===== src/sv/sed_pkg.sv =====
// sed_pkg: shared types and constants for the sonar echo detector
// no dependencies; used by sed_tracker, sed_calc and sonar_echo_detector_unit
`default_nettype none

package sed_pkg;

	localparam int unsigned SAMPLE_W = 16;
	localparam int unsigned TIME_W   = 16;
	localparam int unsigned INDEX_W  = 8;
	localparam int unsigned STREN_W  = 13;
	localparam int unsigned DIST_W   = 25;

	// operation codes
	localparam logic OP_SAMPLE = 1'b0;
	localparam logic OP_CLEAR  = 1'b1;

	// configuration register indexes
	localparam logic REG_THRESHOLD  = 1'b0;
	localparam logic REG_MAX_ECHOES = 1'b1;

	localparam logic [SAMPLE_W-1:0] THRESHOLD_RST  = 16'd0;
	localparam logic [INDEX_W-1:0]  MAX_ECHOES_RST = 8'd20;

	// floor(w / 13) = (w * ceil(2^20 / 13)) >> 20, exact for all 16 bit w
	localparam int unsigned         RECIP_SHIFT = 20;
	localparam logic [16:0]         RECIP13     = 17'd80660;

	// distance in 0.01 mm per tick: 343 * 25e-6 / 2 * 1e5 = 1715 / 4
	localparam int unsigned         DIST_SHIFT  = 2;
	localparam logic signed [27:0]  DIST_MUL    = 28'sd1715;

	typedef struct packed {
		logic [INDEX_W-1:0] index;
		logic [TIME_W-1:0]  start;
		logic [TIME_W-1:0]  stop;
		logic [TIME_W-1:0]  burst_start;
	} echo_t;

endpackage

`default_nettype wire


===== src/sv/sed_tracker.sv =====
// sed_tracker: burst and echo state tracking, config registers, first pipeline stage
// depends on sed_pkg
`default_nettype none

module sed_tracker (
	input  wire logic                          clk,
	input  wire logic                          arst_n,
	input  wire logic                          cfg_wr_en,
	input  wire logic                          cfg_index,
	input  wire logic [sed_pkg::SAMPLE_W-1:0]  cfg_wdata,
	input  wire logic                          in_valid,
	output logic                               in_ready,
	input  wire logic                          op,
	input  wire logic [sed_pkg::SAMPLE_W-1:0]  sample,
	input  wire logic [sed_pkg::TIME_W-1:0]    time_stamp,
	output logic                               valid_s1,
	input  wire logic                          ready_s2,
	output sed_pkg::echo_t                     echo_s1
);

	logic [sed_pkg::SAMPLE_W-1:0] threshold_q;
	logic [sed_pkg::INDEX_W-1:0]  max_echoes_q;
	logic                         burst_active_q;
	logic                         burst_done_q;
	logic                         in_echo_q;
	logic [sed_pkg::TIME_W-1:0]   burst_start_q;
	logic [sed_pkg::TIME_W-1:0]   echo_start_q;
	logic [sed_pkg::INDEX_W-1:0]  echo_count_q;

	logic in_fire;
	logic above;
	logic below;
	logic is_clear;
	logic echo_ends;
	logic emit;

	assign in_ready  = !valid_s1 || ready_s2;
	assign in_fire   = in_valid && in_ready;
	assign is_clear  = (op == sed_pkg::OP_CLEAR);
	assign above     = sample > threshold_q;
	assign below     = sample < threshold_q;
	assign echo_ends = !is_clear && burst_done_q && in_echo_q && below;
	assign emit      = echo_ends && (echo_count_q < max_echoes_q);

	always_ff @(posedge clk or negedge arst_n) begin
		if (!arst_n) begin
			threshold_q  <= sed_pkg::THRESHOLD_RST;
			max_echoes_q <= sed_pkg::MAX_ECHOES_RST;
		end else if (cfg_wr_en) begin
			case (cfg_index)
				sed_pkg::REG_THRESHOLD:  threshold_q  <= cfg_wdata;
				sed_pkg::REG_MAX_ECHOES: max_echoes_q <= cfg_wdata[sed_pkg::INDEX_W-1:0];
				default: ;
			endcase
		end
	end

	always_ff @(posedge clk or negedge arst_n) begin
		if (!arst_n) begin
			burst_active_q <= 1'b0;
			burst_done_q   <= 1'b0;
			in_echo_q      <= 1'b0;
			burst_start_q  <= '0;
			echo_start_q   <= '0;
			echo_count_q   <= '0;
		end else if (in_fire) begin
			if (is_clear) begin
				burst_active_q <= 1'b0;
				burst_done_q   <= 1'b0;
				in_echo_q      <= 1'b0;
				burst_start_q  <= '0;
				echo_start_q   <= '0;
				echo_count_q   <= '0;
			end else if (!burst_done_q) begin
				if (!burst_active_q && above) begin
					burst_active_q <= 1'b1;
					burst_start_q  <= time_stamp;
				end else if (burst_active_q && below) begin
					burst_done_q <= 1'b1;
				end
			end else if (!in_echo_q && above) begin
				in_echo_q    <= 1'b1;
				echo_start_q <= time_stamp;
			end else if (echo_ends) begin
				in_echo_q <= 1'b0;
				if (emit) begin
					echo_count_q <= echo_count_q + 8'd1;
				end
			end
		end
	end

	// stage 1: echo that has just ended, waiting for the arithmetic stage
	always_ff @(posedge clk or negedge arst_n) begin
		if (!arst_n) begin
			valid_s1 <= 1'b0;
		end else if (in_ready) begin
			valid_s1 <= in_fire && emit;
		end
	end

	always_ff @(posedge clk) begin
		if (in_fire && emit) begin
			echo_s1.index       <= echo_count_q;
			echo_s1.start       <= echo_start_q;
			echo_s1.stop        <= time_stamp;
			echo_s1.burst_start <= burst_start_q;
		end
	end

	a_echo_after_burst : assert property (@(posedge clk) disable iff (!arst_n)
		in_echo_q |-> burst_done_q)
		else $error("echo tracked before burst ended");

	a_done_implies_active : assert property (@(posedge clk) disable iff (!arst_n)
		burst_done_q |-> burst_active_q)
		else $error("burst done without burst start");

	a_count_step : assert property (@(posedge clk) disable iff (!arst_n)
		(in_fire && emit) |=> (echo_count_q == $past(echo_count_q) + 8'd1))
		else $error("echo count did not advance on reported echo");

	a_s1_hold : assert property (@(posedge clk) disable iff (!arst_n)
		(valid_s1 && !ready_s2) |=> (valid_s1 && $stable(echo_s1)))
		else $error("stage 1 transaction lost while stalled");

endmodule

`default_nettype wire


===== src/sv/sed_calc.sv =====
// sed_calc: strength, time of flight and distance, result register
// depends on sed_pkg
`default_nettype none

module sed_calc (
	input  wire logic                              clk,
	input  wire logic                              arst_n,
	input  wire logic                              valid_s1,
	output logic                                   ready_s2,
	input  wire sed_pkg::echo_t                    echo_s1,
	output logic                                   out_valid,
	input  wire logic                              out_ready,
	output logic [sed_pkg::INDEX_W-1:0]            echo_index,
	output logic [sed_pkg::TIME_W-1:0]             echo_start,
	output logic [sed_pkg::TIME_W-1:0]             echo_end,
	output logic [sed_pkg::STREN_W-1:0]            strength,
	output logic signed [sed_pkg::TIME_W-1:0]      time_of_flight,
	output logic signed [sed_pkg::DIST_W-1:0]      distance
);

	logic [sed_pkg::TIME_W-1:0]        width;
	logic [32:0]                       recip_prod;
	logic [sed_pkg::STREN_W-1:0]       stren_nxt;
	logic signed [sed_pkg::TIME_W-1:0] tof_nxt;
	logic signed [27:0]                tof_ext;
	logic signed [27:0]                dist_prod;

	assign ready_s2 = !out_valid || out_ready;

	always_comb begin
		width      = echo_s1.stop - echo_s1.start;
		recip_prod = 33'(width) * 33'(sed_pkg::RECIP13);
		stren_nxt  = recip_prod[32:sed_pkg::RECIP_SHIFT] + 13'd1;
		tof_nxt    = $signed(echo_s1.stop - echo_s1.burst_start);
		tof_ext    = 28'(tof_nxt);
		dist_prod  = tof_ext * sed_pkg::DIST_MUL;
	end

	always_ff @(posedge clk or negedge arst_n) begin
		if (!arst_n) begin
			out_valid <= 1'b0;
		end else if (ready_s2) begin
			out_valid <= valid_s1;
		end
	end

	always_ff @(posedge clk) begin
		if (ready_s2 && valid_s1) begin
			echo_index     <= echo_s1.index;
			echo_start     <= echo_s1.start;
			echo_end       <= echo_s1.stop;
			strength       <= stren_nxt;
			time_of_flight <= tof_nxt;
			distance       <= dist_prod[sed_pkg::DIST_W+sed_pkg::DIST_SHIFT-1:sed_pkg::DIST_SHIFT];
		end
	end

endmodule

`default_nettype wire


===== src/sv/sonar_echo_detector_unit.sv =====
// sonar_echo_detector_unit: top level of the sonar echo detector
// depends on sed_pkg, sed_tracker and sed_calc
// One transaction is accepted per clock cycle when the result side keeps up.
// The first sample above the threshold opens the transmit burst and the next
// sample below it closes it; each later rise above and fall below the
// threshold is an echo, and the sample that ends it yields one result via the
// tracking stage and then the multiplier stage: index, start and end
// stamps, strength, time of flight from the burst start and distance in
// 0.01 mm. Samples equal to the threshold change nothing, op = 1 clears the
// measurement, echoes past max_echoes are dropped, and the user must write
// configuration only while no transaction is in flight; it is not enforced.
`default_nettype none

module sonar_echo_detector_unit (
	input  wire logic                              clk,
	input  wire logic                              arst_n,
	input  wire logic                              cfg_wr_en,
	input  wire logic                              cfg_index,
	input  wire logic [sed_pkg::SAMPLE_W-1:0]      cfg_wdata,
	input  wire logic                              in_valid,
	output logic                                   in_ready,
	input  wire logic                              op,
	input  wire logic [sed_pkg::SAMPLE_W-1:0]      sample,
	input  wire logic [sed_pkg::TIME_W-1:0]        time_stamp,
	output logic                                   out_valid,
	input  wire logic                              out_ready,
	output logic [sed_pkg::INDEX_W-1:0]            echo_index,
	output logic [sed_pkg::TIME_W-1:0]             echo_start,
	output logic [sed_pkg::TIME_W-1:0]             echo_end,
	output logic [sed_pkg::STREN_W-1:0]            strength,
	output logic signed [sed_pkg::TIME_W-1:0]      time_of_flight,
	output logic signed [sed_pkg::DIST_W-1:0]      distance
);

	logic           valid_s1;
	logic           ready_s2;
	sed_pkg::echo_t echo_s1;

	sed_tracker u_tracker (
		.clk        (clk),
		.arst_n     (arst_n),
		.cfg_wr_en  (cfg_wr_en),
		.cfg_index  (cfg_index),
		.cfg_wdata  (cfg_wdata),
		.in_valid   (in_valid),
		.in_ready   (in_ready),
		.op         (op),
		.sample     (sample),
		.time_stamp (time_stamp),
		.valid_s1   (valid_s1),
		.ready_s2   (ready_s2),
		.echo_s1    (echo_s1)
	);

	sed_calc u_calc (
		.clk            (clk),
		.arst_n         (arst_n),
		.valid_s1       (valid_s1),
		.ready_s2       (ready_s2),
		.echo_s1        (echo_s1),
		.out_valid      (out_valid),
		.out_ready      (out_ready),
		.echo_index     (echo_index),
		.echo_start     (echo_start),
		.echo_end       (echo_end),
		.strength       (strength),
		.time_of_flight (time_of_flight),
		.distance       (distance)
	);

endmodule

`default_nettype wire

===== config.mk =====
export PLATFORM = sky130hd
export DESIGN_NAME = sonar_echo_detector_unit
export DESIGN_NICKNAME = d
export VERILOG_FILES = /design/src/sv/sed_pkg.sv /design/src/sv/sed_tracker.sv /design/src/sv/sed_calc.sv /design/src/sv/sonar_echo_detector_unit.sv
export SDC_FILE = /design/constraint.sdc
export NUM_CORES = 1
export LEC_CHECK = 0
export ABC_AREA = 0
export CAP_MARGIN = 20
export CORE_MARGIN = 2
export CORE_UTILIZATION = 56
export CTS_CLUSTER_DIAMETER = 150
export DETAILED_ROUTE_END_ITERATION = 8
export DONT_BUFFER_PORTS = 1
export GPL_TIMING_DRIVEN = 0
export PLACE_DENSITY = 0.71
export SYNTH_ARGS = -nofsm -noshare
export SYNTH_HDL_FRONTEND = slang
export SYNTH_SLANG_ARGS = --single-unit

===== constraint.sdc =====
create_clock -name clk -period 8.5 [get_ports clk]
set_input_delay 0.425 -clock clk [delete_from_list [all_inputs] [get_ports clk]]
set_output_delay 0.425 -clock clk [all_outputs]
set_load 0.1 [all_outputs]

=== Word level (Yosys, flattened, before mapping) ===
Index checks and enable logic that the tools add are counted.

* Register bits: 219
* Output and inout port bits: 96
* Word-level logic and storage cells: 83

* $add $sub $neg: 4
* Multipliers: 2
* Magnitude comparators: 3
* Equal/unequal tests: 2
* Muxes and demuxes: 22
* Bitwise gates (word level): 1
* Reduce and logical (&&, ||, !) cells: 29

{| class="wikitable"
|+ Operator list
! kind !! number
|-
| 16-bit two-way mux || 6
|-
| 8-bit two-way mux || 5
|-
| 16-bit subtractor || 2
|-
| 16-bit by 15-bit multiplier with 31-bit output (second input constant) || 1
|-
| 16-bit by 12-bit multiplier with 27-bit output (second input constant) || 1
|-
| 16-bit > comparator || 1
|-
| 16-bit less-than comparator || 1
|-
| 13-bit by 1-bit adder with 13-bit output (second input constant) || 1
|-
| 1-bit two-way mux || 11
|-
| 1-bit logical AND || 10
|-
| 2-bit nonzero test || 5
|-
| 3-bit AND reduction || 3
|-
| 8-bit by 1-bit adder with 8-bit output (second input constant) || 1
|-
| 8-bit less-than comparator || 1
|-
| 1-bit logical NOT || 5
|-
| 5-bit AND reduction || 1
|-
| 2-bit inequality test (second input constant) || 2
|-
| 2-bit AND reduction || 2
|-
| 3-bit nonzero test || 1
|-
| 1-bit logical OR || 2
|-
| 1-bit inverter || 1
|}

=== Longest topological paths before layout ===
Gate-level depths: netlist (run 1).

* Word-level depth: 10
* Mapped depth: 34

=== Hierarchy ===
Synthesis (run 1) repeated with hierarchy kept, for this count alone.

* Cells, all modules: 1590
* Area, all modules: 17705.7 µm²

{| class="wikitable"
|+ Modules (own cells, without submodules)
! module !! times used !! cells each !! area each (µm²) !! sequential area each (µm²)
|-
| sed_calc || 1 || 1111 || 12095.4 || 2847.7
|-
| sed_tracker || 1 || 479 || 5610.4 || 3385.7
|}

=== Least setup slack after synthesis (run 1) ===
No wires, ideal clock.

* Path type: reg2reg
* Start: reg, netlist name u_tracker.echo_s1[16]
* End: reg u_calc.strength[12] in the netlist's numbering, data pin
* Arrival time: 7485 ps
* Slack: 757 ps
* Stages on the path, launching flop included: 33
* Buffers on the path: 0
* Cell sequence: edfxtp_1 > inv_1 > ha_1 > fa_1 > nor2b_1 > o21ai_1 > a21boi_0 > o21a_1 > o21a_1 > o21ai_0 > nand2b_1 > xor2_1 > xor2_1 > fa_1 > inv_1 > fa_1 > inv_1 > fa_1 > fa_1 > inv_1 > fa_1 > inv_1 > ha_1 > a211oi_1 > o21ai_1 > a221oi_2 > a21oi_2 > o2111a_1 > o21ai_0 > nand4_1 > or4_1 > nand3_1 > xnor2_1

* Word-level cells in the longest chain between the ends: 3

{| class="wikitable"
|+ RTL lines
! element !! line !! text
|-
| 16-bit subtractor || sed_calc.sv:31 || <nowiki>width = echo_s1.stop - echo_s1.start;</nowiki>
|-
| 16-bit by 15-bit multiplier with 31-bit output || sed_calc.sv:32 || <nowiki>recip_prod = 33'(width) * 33'(sed_pkg::RECIP13);</nowiki>
|-
| 13-bit by 1-bit adder with 13-bit output || sed_calc.sv:33 || <nowiki>stren_nxt = recip_prod[32:sed_pkg::RECIP_SHIFT] + 13'd1;</nowiki>
|-
| via u_calc.stren_nxt, one bit || sed_calc.sv:23 || <nowiki>logic [sed_pkg::STREN_W-1:0] stren_nxt;</nowiki>
|-
| end signal, assigned || sed_calc.sv:52 || <nowiki>strength <= stren_nxt;</nowiki>
|-
| end, declared || sed_calc.sv:16 || <nowiki>output logic [sed_pkg::STREN_W-1:0] strength,</nowiki>
|}

The timed path passes the listed nets, and every way through them passes these cells.
A chain may end at the register's enable or synchronous reset.

=== Worst setup path after layout (run 1) ===
* Start: reg, netlist name u_tracker.echo_s1[18]
* End: reg u_calc.strength[9] in the netlist's numbering, data pin

* Word-level cells in the longest chain between the ends: 3

{| class="wikitable"
|+ RTL lines
! element !! line
|-
| 16-bit subtractor || sed_calc.sv:31
|-
| 16-bit by 15-bit multiplier with 31-bit output || sed_calc.sv:32
|-
| 13-bit by 1-bit adder with 13-bit output || sed_calc.sv:33
|-
| via u_calc.stren_nxt, one bit || sed_calc.sv:23
|}

The timed path passes the listed nets, and every way through them passes these cells.

==> impl_metrics.yaml, run 1 <==
timing:
  clock.fmax_ghz: 0.121
  setup_viol: 0
  slew_viol_final: 0
  min_period_ns: 8.23
  setup_tns_ns: 0
  period_share_pct: 96.8
  hold_viol: 0
  relSlewSlack_pct: 26.1
  holdWs_ns: 0.0133
  worst_slack_ns: 0.269
  worst_pin_slew_ns: 1.10
  skew_ns: 0.0201
power:
  powerDensity_nw_per_um2: 316
  combPwrFrac_pct: 58.3
  internal_power_mw: 3.70
  switching_share_pct: 40.8
  pwr-share-clk_pct: 18.2
  leakagePower_nw: 9.13
  seq_power_share_pct: 23.6
  p_sw_mw: 2.54
  peakVddDrop_v: 0.000257
synth:
  ys_top_cells_by_area: "edfxtp_1 (26%), ha_1 (18%), fa_1 (15%)"
  synthTopCellsByCount: "inv_1 (301), ha_1 (249), edfxtp_1 (150)"
  yosysMostFrequentCell: "inv_1"
  ys.flop_type: "edfxtp_1"
  avgSynthCellArea_um2: 11.0
  synth_edf_count: 150
  synth_warnings: 0
  synth_cell_type_count: 79
  synth_area_um2: 17500
  yosys.area.top_type: "edfxtp_1"
  ys_async_sr_fraction_pct: 31.5
  post-synth-top-area-fraction_pct: 25.7
  syn_nets: 2029
  synthCells: 1591
  ys_seq_area_share_pct: 35.6
  ys_ff_latch: 219
die:
  die_h_um: 181
  dieArea_um2: 32700
  io_pins: 151
  start_util_pct: 57.0
  die_x_um: 181
  coreArea_um2: 30700
  row_count: 64
outcome:
  status: "finished clean"
layout:
  finalInstanceArea_um2: 19800
  area_growth_pct: 12.7
  layout.nets: 2106
  drive_gt1_share_pct: 8.71
placed_design:
  routabilityCongestion: 0.904
  io_buffer_count: 0
  pre_cts_ws_ns: -0.364
  dpl_cell_area_um2: 18100
  hpwl_mm: 28.4
global_route:
  grt_max_degree: 70
  antenna_found_initial: 0
  first_global_vias: 11982
  grt_pass1_wl_mm: 61.2
  overflow: 0
  grtUsageTotal_pct: 23.2
clocking:
  cts_sinks: 219
  clkLatencyLatePin_ns: 0.55
  numCtsBuffers: 25
  cts_tree: "done"
  path_clk_slew_ns: 0.06
  cts_root_buf: "clkbuf_16"
  clockBufferDepth: 3
  htreeDepth: 1
setup_path:
  start_kind: "flop"
  cpMaxStageDelayCell: "fa_1"
  r2r_cells: 28
  arrival_ns: 8.52
  crit_top_cell: "fa_1"
  max_stage_delay_ns: 0.55
  setup.worst_path.end_class: "flop"
  critPathKind: "reg -> reg"
  r2r_slack_ns: 0.27
  path_max_fanout: 6
  worstPathRequired_ns: 8.79
routing:
  vias: 11786
  wirelength_mm: 37.7
  drcViolationCount: 0
  ant_nets: 0
  wire_per_inst_um: 18.1
  drt_iter0_markers: 615
  vias_per_cell: 5.66
  dr.pass1.iters: 5
job:
  cap_violations: 0
worst_hold_path:
  worstHoldPathType: "in -> reg"
  hold_depth: 2
[cells by family (layout without fill, tap and decap cells)]
family	Yosys count	in the layout	synth area share [%]
AOI/OAI and AO/OA	280	280	10.7
adders and majority gates	383	383	33.1
xor gates and xnor gates	92	92	4.60
and+or+nand+nor	261	261	7.35
buffers and inverters	328	424	7.04
muxes	28	28	1.68
other	0	1	0
DFF	219	219	35.6
[timing repair]
item / in CTS / in global routing
hold buffers: 27 / 0
gates resized for setup: 13 / 56
endpoints found under the hold margin: 95 / 0
setup endpoints to repair: 5 / 7
pin swaps: 2 / 21
buffers inserted: 3 / 18
[layer usage]
layer | part of all wire [%] | vias to the layer above | global-route usage, %
met5 | 0 | - | 0
met3 | 7.6 | 38 | 6.25
li1 | - | 5606 | -
met4 | 1.8 | 0 | 4.65
met2 | 44 | 288 | 35.8
met1 | 46 | 5854 | 33.4
[worst paths after layout]
path / start / to
setup / recovery: u_tracker.echo_s1[18]$_DFFE_PP_ / u_calc.strength[9]$_DFFE_PP_
max in group asynchronous: arst_n / u_tracker.max_echoes_q[4]$_DFFE_PN1P_
setup reg to reg: u_tracker.echo_s1[18]$_DFFE_PP_ / u_calc.strength[9]$_DFFE_PP_
hold reg to reg: u_tracker.echo_s1[54]$_DFFE_PP_ / u_calc.echo_index[6]$_DFFE_PP_
hold / removal: cfg_wdata[13] / u_tracker.threshold_q[13]$_DFFE_PN0P_
min in group asynchronous: arst_n / u_tracker.burst_start_q[12]$_DFFE_PN0P_
[cell usage in the layout, fill, tap and decap left out, types with 13 or more instances in the layout]
cell	n
inv_1	299
ha_1	244
edfxtp_1	150
fa_1	133
nand2_1	89
o21ai_0	81
dfrtp_1	67
nor2_1	49
xnor2_1	47
a21oi_1	44
a21o_1	35
xor2_1	34
clkbuf_16	29
clkbuf_1	26
dlygate4sd3_1	26
buf_4	21
o41ai_1	17
mux2i_1	17
nor3_1	16
nand2b_1	16
nand3_1	13
[stage by stage]
stage	power, mW	cells	utilization, %
after floorplan	4.10	1591	-
after global placement	4.62	1987	58.6
after detailed placement	4.70	1988	58.7
after CTS	5.90	2064	62.8
after global routing	6.80	2083	64.2
final	6.24	2084	64.2
[worst max-delay path: cells and delay by family (launching register included)]
family / cells / cell delay, ns
XOR/XNOR: 1 / 0.09
AND/OR/NAND/NOR: 6 / 1.20
buffers and inverters: 3 / 0.23
adder cells (fa/ha/maj): 8 / 3.53
flip-flops: 1 / 0.44
AO/OA/AOI/OAI: 9 / 2.20
multiplexers: 1 / 0.25
[final cells by class]
type / count / area [um2]
clock buffers: 38 / 779
fillers: 2443 / 11000
repair buffers: 50 / 484
multi-input cells: 1044 / 10400
well taps: 396 / 495
clock inverters: 8 / 90.1
plain buffers: 25 / 101
diodes: 1 / 2.50
inverters: 303 / 1140
flip-flops and latches: 219 / 6230
[flip-flops by register name, summed over array words and instances, names as in the netlist]
signal / flops
u_calc.distance: 25
u_calc.echo_end: 16
u_calc.echo_index: 8
u_calc.echo_start: 16
u_calc.out_valid: 1
u_calc.strength: 13
u_calc.time_of_flight: 16
u_tracker.burst_active_q: 1
u_tracker.burst_done_q: 1
u_tracker.burst_start_q: 16
u_tracker.echo_count_q: 8
u_tracker.echo_s1: 56
u_tracker.echo_start_q: 16
u_tracker.in_echo_q: 1
u_tracker.max_echoes_q: 8
u_tracker.threshold_q: 16
u_tracker.valid_s1: 1
[power by group through the flow]
stage                     logic [mW]  clock network [mW]  registers (mW)
after CTS                       3.28                1.16            1.47
after detailed placement        3.21                   0            1.49
final                           3.64                1.13            1.47
after global placement          3.13                   0            1.49
after global routing            4.13                1.19            1.48
after floorplan                 2.62                   0            1.48
No activity file was read; power rests on OpenSTA's default activity.
==> inputs of run 2 (changes only) <==
CELL_PAD_IN_SITES_DETAIL_PLACEMENT = 1   (was unset)
CELL_PAD_IN_SITES_GLOBAL_PLACEMENT = 2   (was unset)
CORE_UTILIZATION = 44   (was 56)
PLACE_DENSITY = unset   (was 0.71)
PLACE_DENSITY_LB_ADDON = 0.1   (was unset)
==> run 2 against run 1 <==
  * Non-clock buffer count rose by 22
  * Largest cell class unchanged
  * Clock skew grew 0.021 ns
  * Clock power up 7%
  * Via count is 1.2% higher
==> impl_metrics.yaml, run 2 (synthesis gave the netlist of run 1 again) <==
clocking:
  cts_tree: "done"
  cts_sinks: 219
  cts_root_buf: "clkbuf_16"
  htreeDepth: 1
  numCtsBuffers: 26
  path_clk_slew_ns: 0.06
  clockBufferDepth: 3
  clkLatencyLatePin_ns: 0.58
die:
  die_x_um: 204
  dieArea_um2: 41500
  start_util_pct: 44.3
  io_pins: 151
  die_h_um: 204
  coreArea_um2: 39500
  row_count: 73
global_route:
  antenna_found_initial: 1
  overflow: 0
  first_global_vias: 12849
  grt_max_degree: 70
  grt_pass1_wl_mm: 70.2
  grtUsageTotal_pct: 21.6
placed_design:
  dp.cells: 2119
  io_buffer_count: 0
  routabilityCongestion: 0.825
  pre_cts_ws_ns: -0.492
  dpl_cell_area_um2: 18300
  hpwl_mm: 33.2
timing:
  holdWs_ns: 0.0246
  worst_slack_ns: 0.374
  clock.fmax_ghz: 0.123
  setup_viol: 0
  skew_ns: 0.0410
  min_period_ns: 8.13
  hold_viol: 0
  worst_pin_slew_ns: 1.00
  period_share_pct: 95.6
  slew_viol_final: 0
  relSlewSlack_pct: 33.5
power:
  pwr-share-clk_pct: 18.5
  leakagePower_nw: 9.27
  p_sw_mw: 2.65
  combPwrFrac_pct: 58.9
  switching_share_pct: 40.6
  powerDensity_nw_per_um2: 322
  total_power_mw: 6.52
  seq_power_share_pct: 22.6
  internal_power_mw: 3.87
  peakVddDrop_v: 0.000238
setup_path:
  path_max_fanout: 5
  setup.worst_path.end_class: "flop"
  cpMaxStageDelayCell: "fa_1"
  arrival_ns: 8.43
  critPathKind: "reg -> reg"
  start_kind: "flop"
  max_stage_delay_ns: 0.54
  worstPathRequired_ns: 8.80
layout:
  largest_register_ffs: 56
  layout.nets: 2129
  area_growth_pct: 15.5
  top_register: "u_tracker.echo_s1"
  drive_gt1_share_pct: 10.2
  finalInstanceArea_um2: 20300
  final_common_cell: "inv_1"
  reg_top3: "u_tracker.echo_s1: 56 flops, u_calc.distance: 25 flops"
  finalNonFillerCells: 2236
  final_cell_mix: "inv_1 (300), ha_1 (239), edfxtp_1 (150)"
  num_antenna_cells: 0
outcome:
  status: "finished clean"
routing:
  wire_per_inst_um: 19.4
  dr.pass1.iters: 4
  vias_per_cell: 5.34
  drt_iter0_markers: 444
  wl_met2_mm: 19.4
  wl_met1_mm: 21.4
  wl_met3_mm: 1.91
  ant_nets: 0
  drcViolationCount: 0
  wirelength_mm: 43.4
  vias: 11932
  routed.top_layer: "met5"
worst_hold_path:
  worstHoldPathType: "in -> reg"
job:
  cap_violations: 0
==> run 2: changes by cell type in the layout (fill, tap and decap cells not counted), moves of 3 or more <==
| cell | delta |
|---|---|
| buf_4 | +14 |
| clkinv_2 | +6 |
| dlygate4sd3_1 | +6 |
| ha_1 | -5 |
| bufinv_16 | +4 |
| clkbuf_1 | -4 |
| a21oi_2 | -3 |
| a21oi_4 | +3 |
| clkbuf_16 | -3 |
| ha_2 | +3 |
==> run 2: layer usage <==
layer / vias up / global-route usage (%)
met4: 2 / 4.14
met5: - / 0
met2: 162 / 33.8
met1: 6084 / 31.5
met3: 40 / 3.80
li1: 5644 / -
==> run 2: layout make-up <==
class                           count  area, um2
Buffer                             25        101
Clock buffer                       30        676
Clock inverter                     18        249
Fill cell                        4191      19300
Inverter                          303       1140
Multi-Input combinational cell   1044      10500
Sequential cell                   219       6230
Tap cell                          525        657
Timing Repair Buffer               72        689
==> run 2: critical path: cells and delay by family (launching register included) <==
| family | cells | cell delay, ns |
|---|---|---|
| buffers and inverters | 6 | 0.58 |
| adders and majority gates | 9 | 3.29 |
| xor gates and xnor gates | 1 | 0.07 |
| and+or+nand+nor | 7 | 1.43 |
| DFF | 1 | 0.38 |
| AOI/OAI and AO/OA | 10 | 2.07 |
==> run 2: path summary, 6_finish.rpt <==
| check | cells past startpoint | endpoint | start | slack [ns] |
|---|---|---|---|---|
| max | 33 | u_calc.strength[12]$_DFFE_PP_ | u_tracker.echo_s1[16]$_DFFE_PP_ | 0.37 |
| min | 1 | u_tracker.max_echoes_q[5]$_DFFE_PN0P_ | cfg_wdata[5] | 0.02 |
| max reg2reg | 33 | u_calc.strength[12]$_DFFE_PP_ | u_tracker.echo_s1[16]$_DFFE_PP_ | 0.37 |
| min reg2reg | 0 | u_calc.echo_index[1]$_DFFE_PP_ | u_tracker.echo_s1[49]$_DFFE_PP_ | 0.40 |
| max in group asynchronous | 2 | u_tracker.max_echoes_q[2]$_DFFE_PN1P_ | arst_n | 7.73 |
| min in group asynchronous | 2 | u_tracker.max_echoes_q[7]$_DFFE_PN0P_ | arst_n | 0.44 |
==> run 2: through the flow <==
step,util [%],setup TNS (ns)
finish,51.2,0
detailed placement,46.2,-1.38
global placement,46.0,-0.953
floorplan,-,0
global route,51.2,-0.170
CTS,49.8,-0.0811
==> run 2: what timing repair did <==
action / in CTS / in global routing
resized for setup: 21 / 64
hold buffers: 33 / 0
pin swaps: 5 / 32
endpoints found under the hold margin: 113 / 0
buffers inserted: 5 / 31
setup endpoints to repair: 8 / 10
cloned: 0 / 0
==> run 2: power groups by stage <==
stage                     clock network [mW]  registers [mW]  logic (mW)
after floorplan                            0            1.48        2.62
after global placement                     0            1.49        3.26
after detailed placement                   0            1.49        3.32
after CTS                               1.24            1.47        3.40
after global routing                    1.27            1.48        4.40
final                                   1.21            1.47        3.84
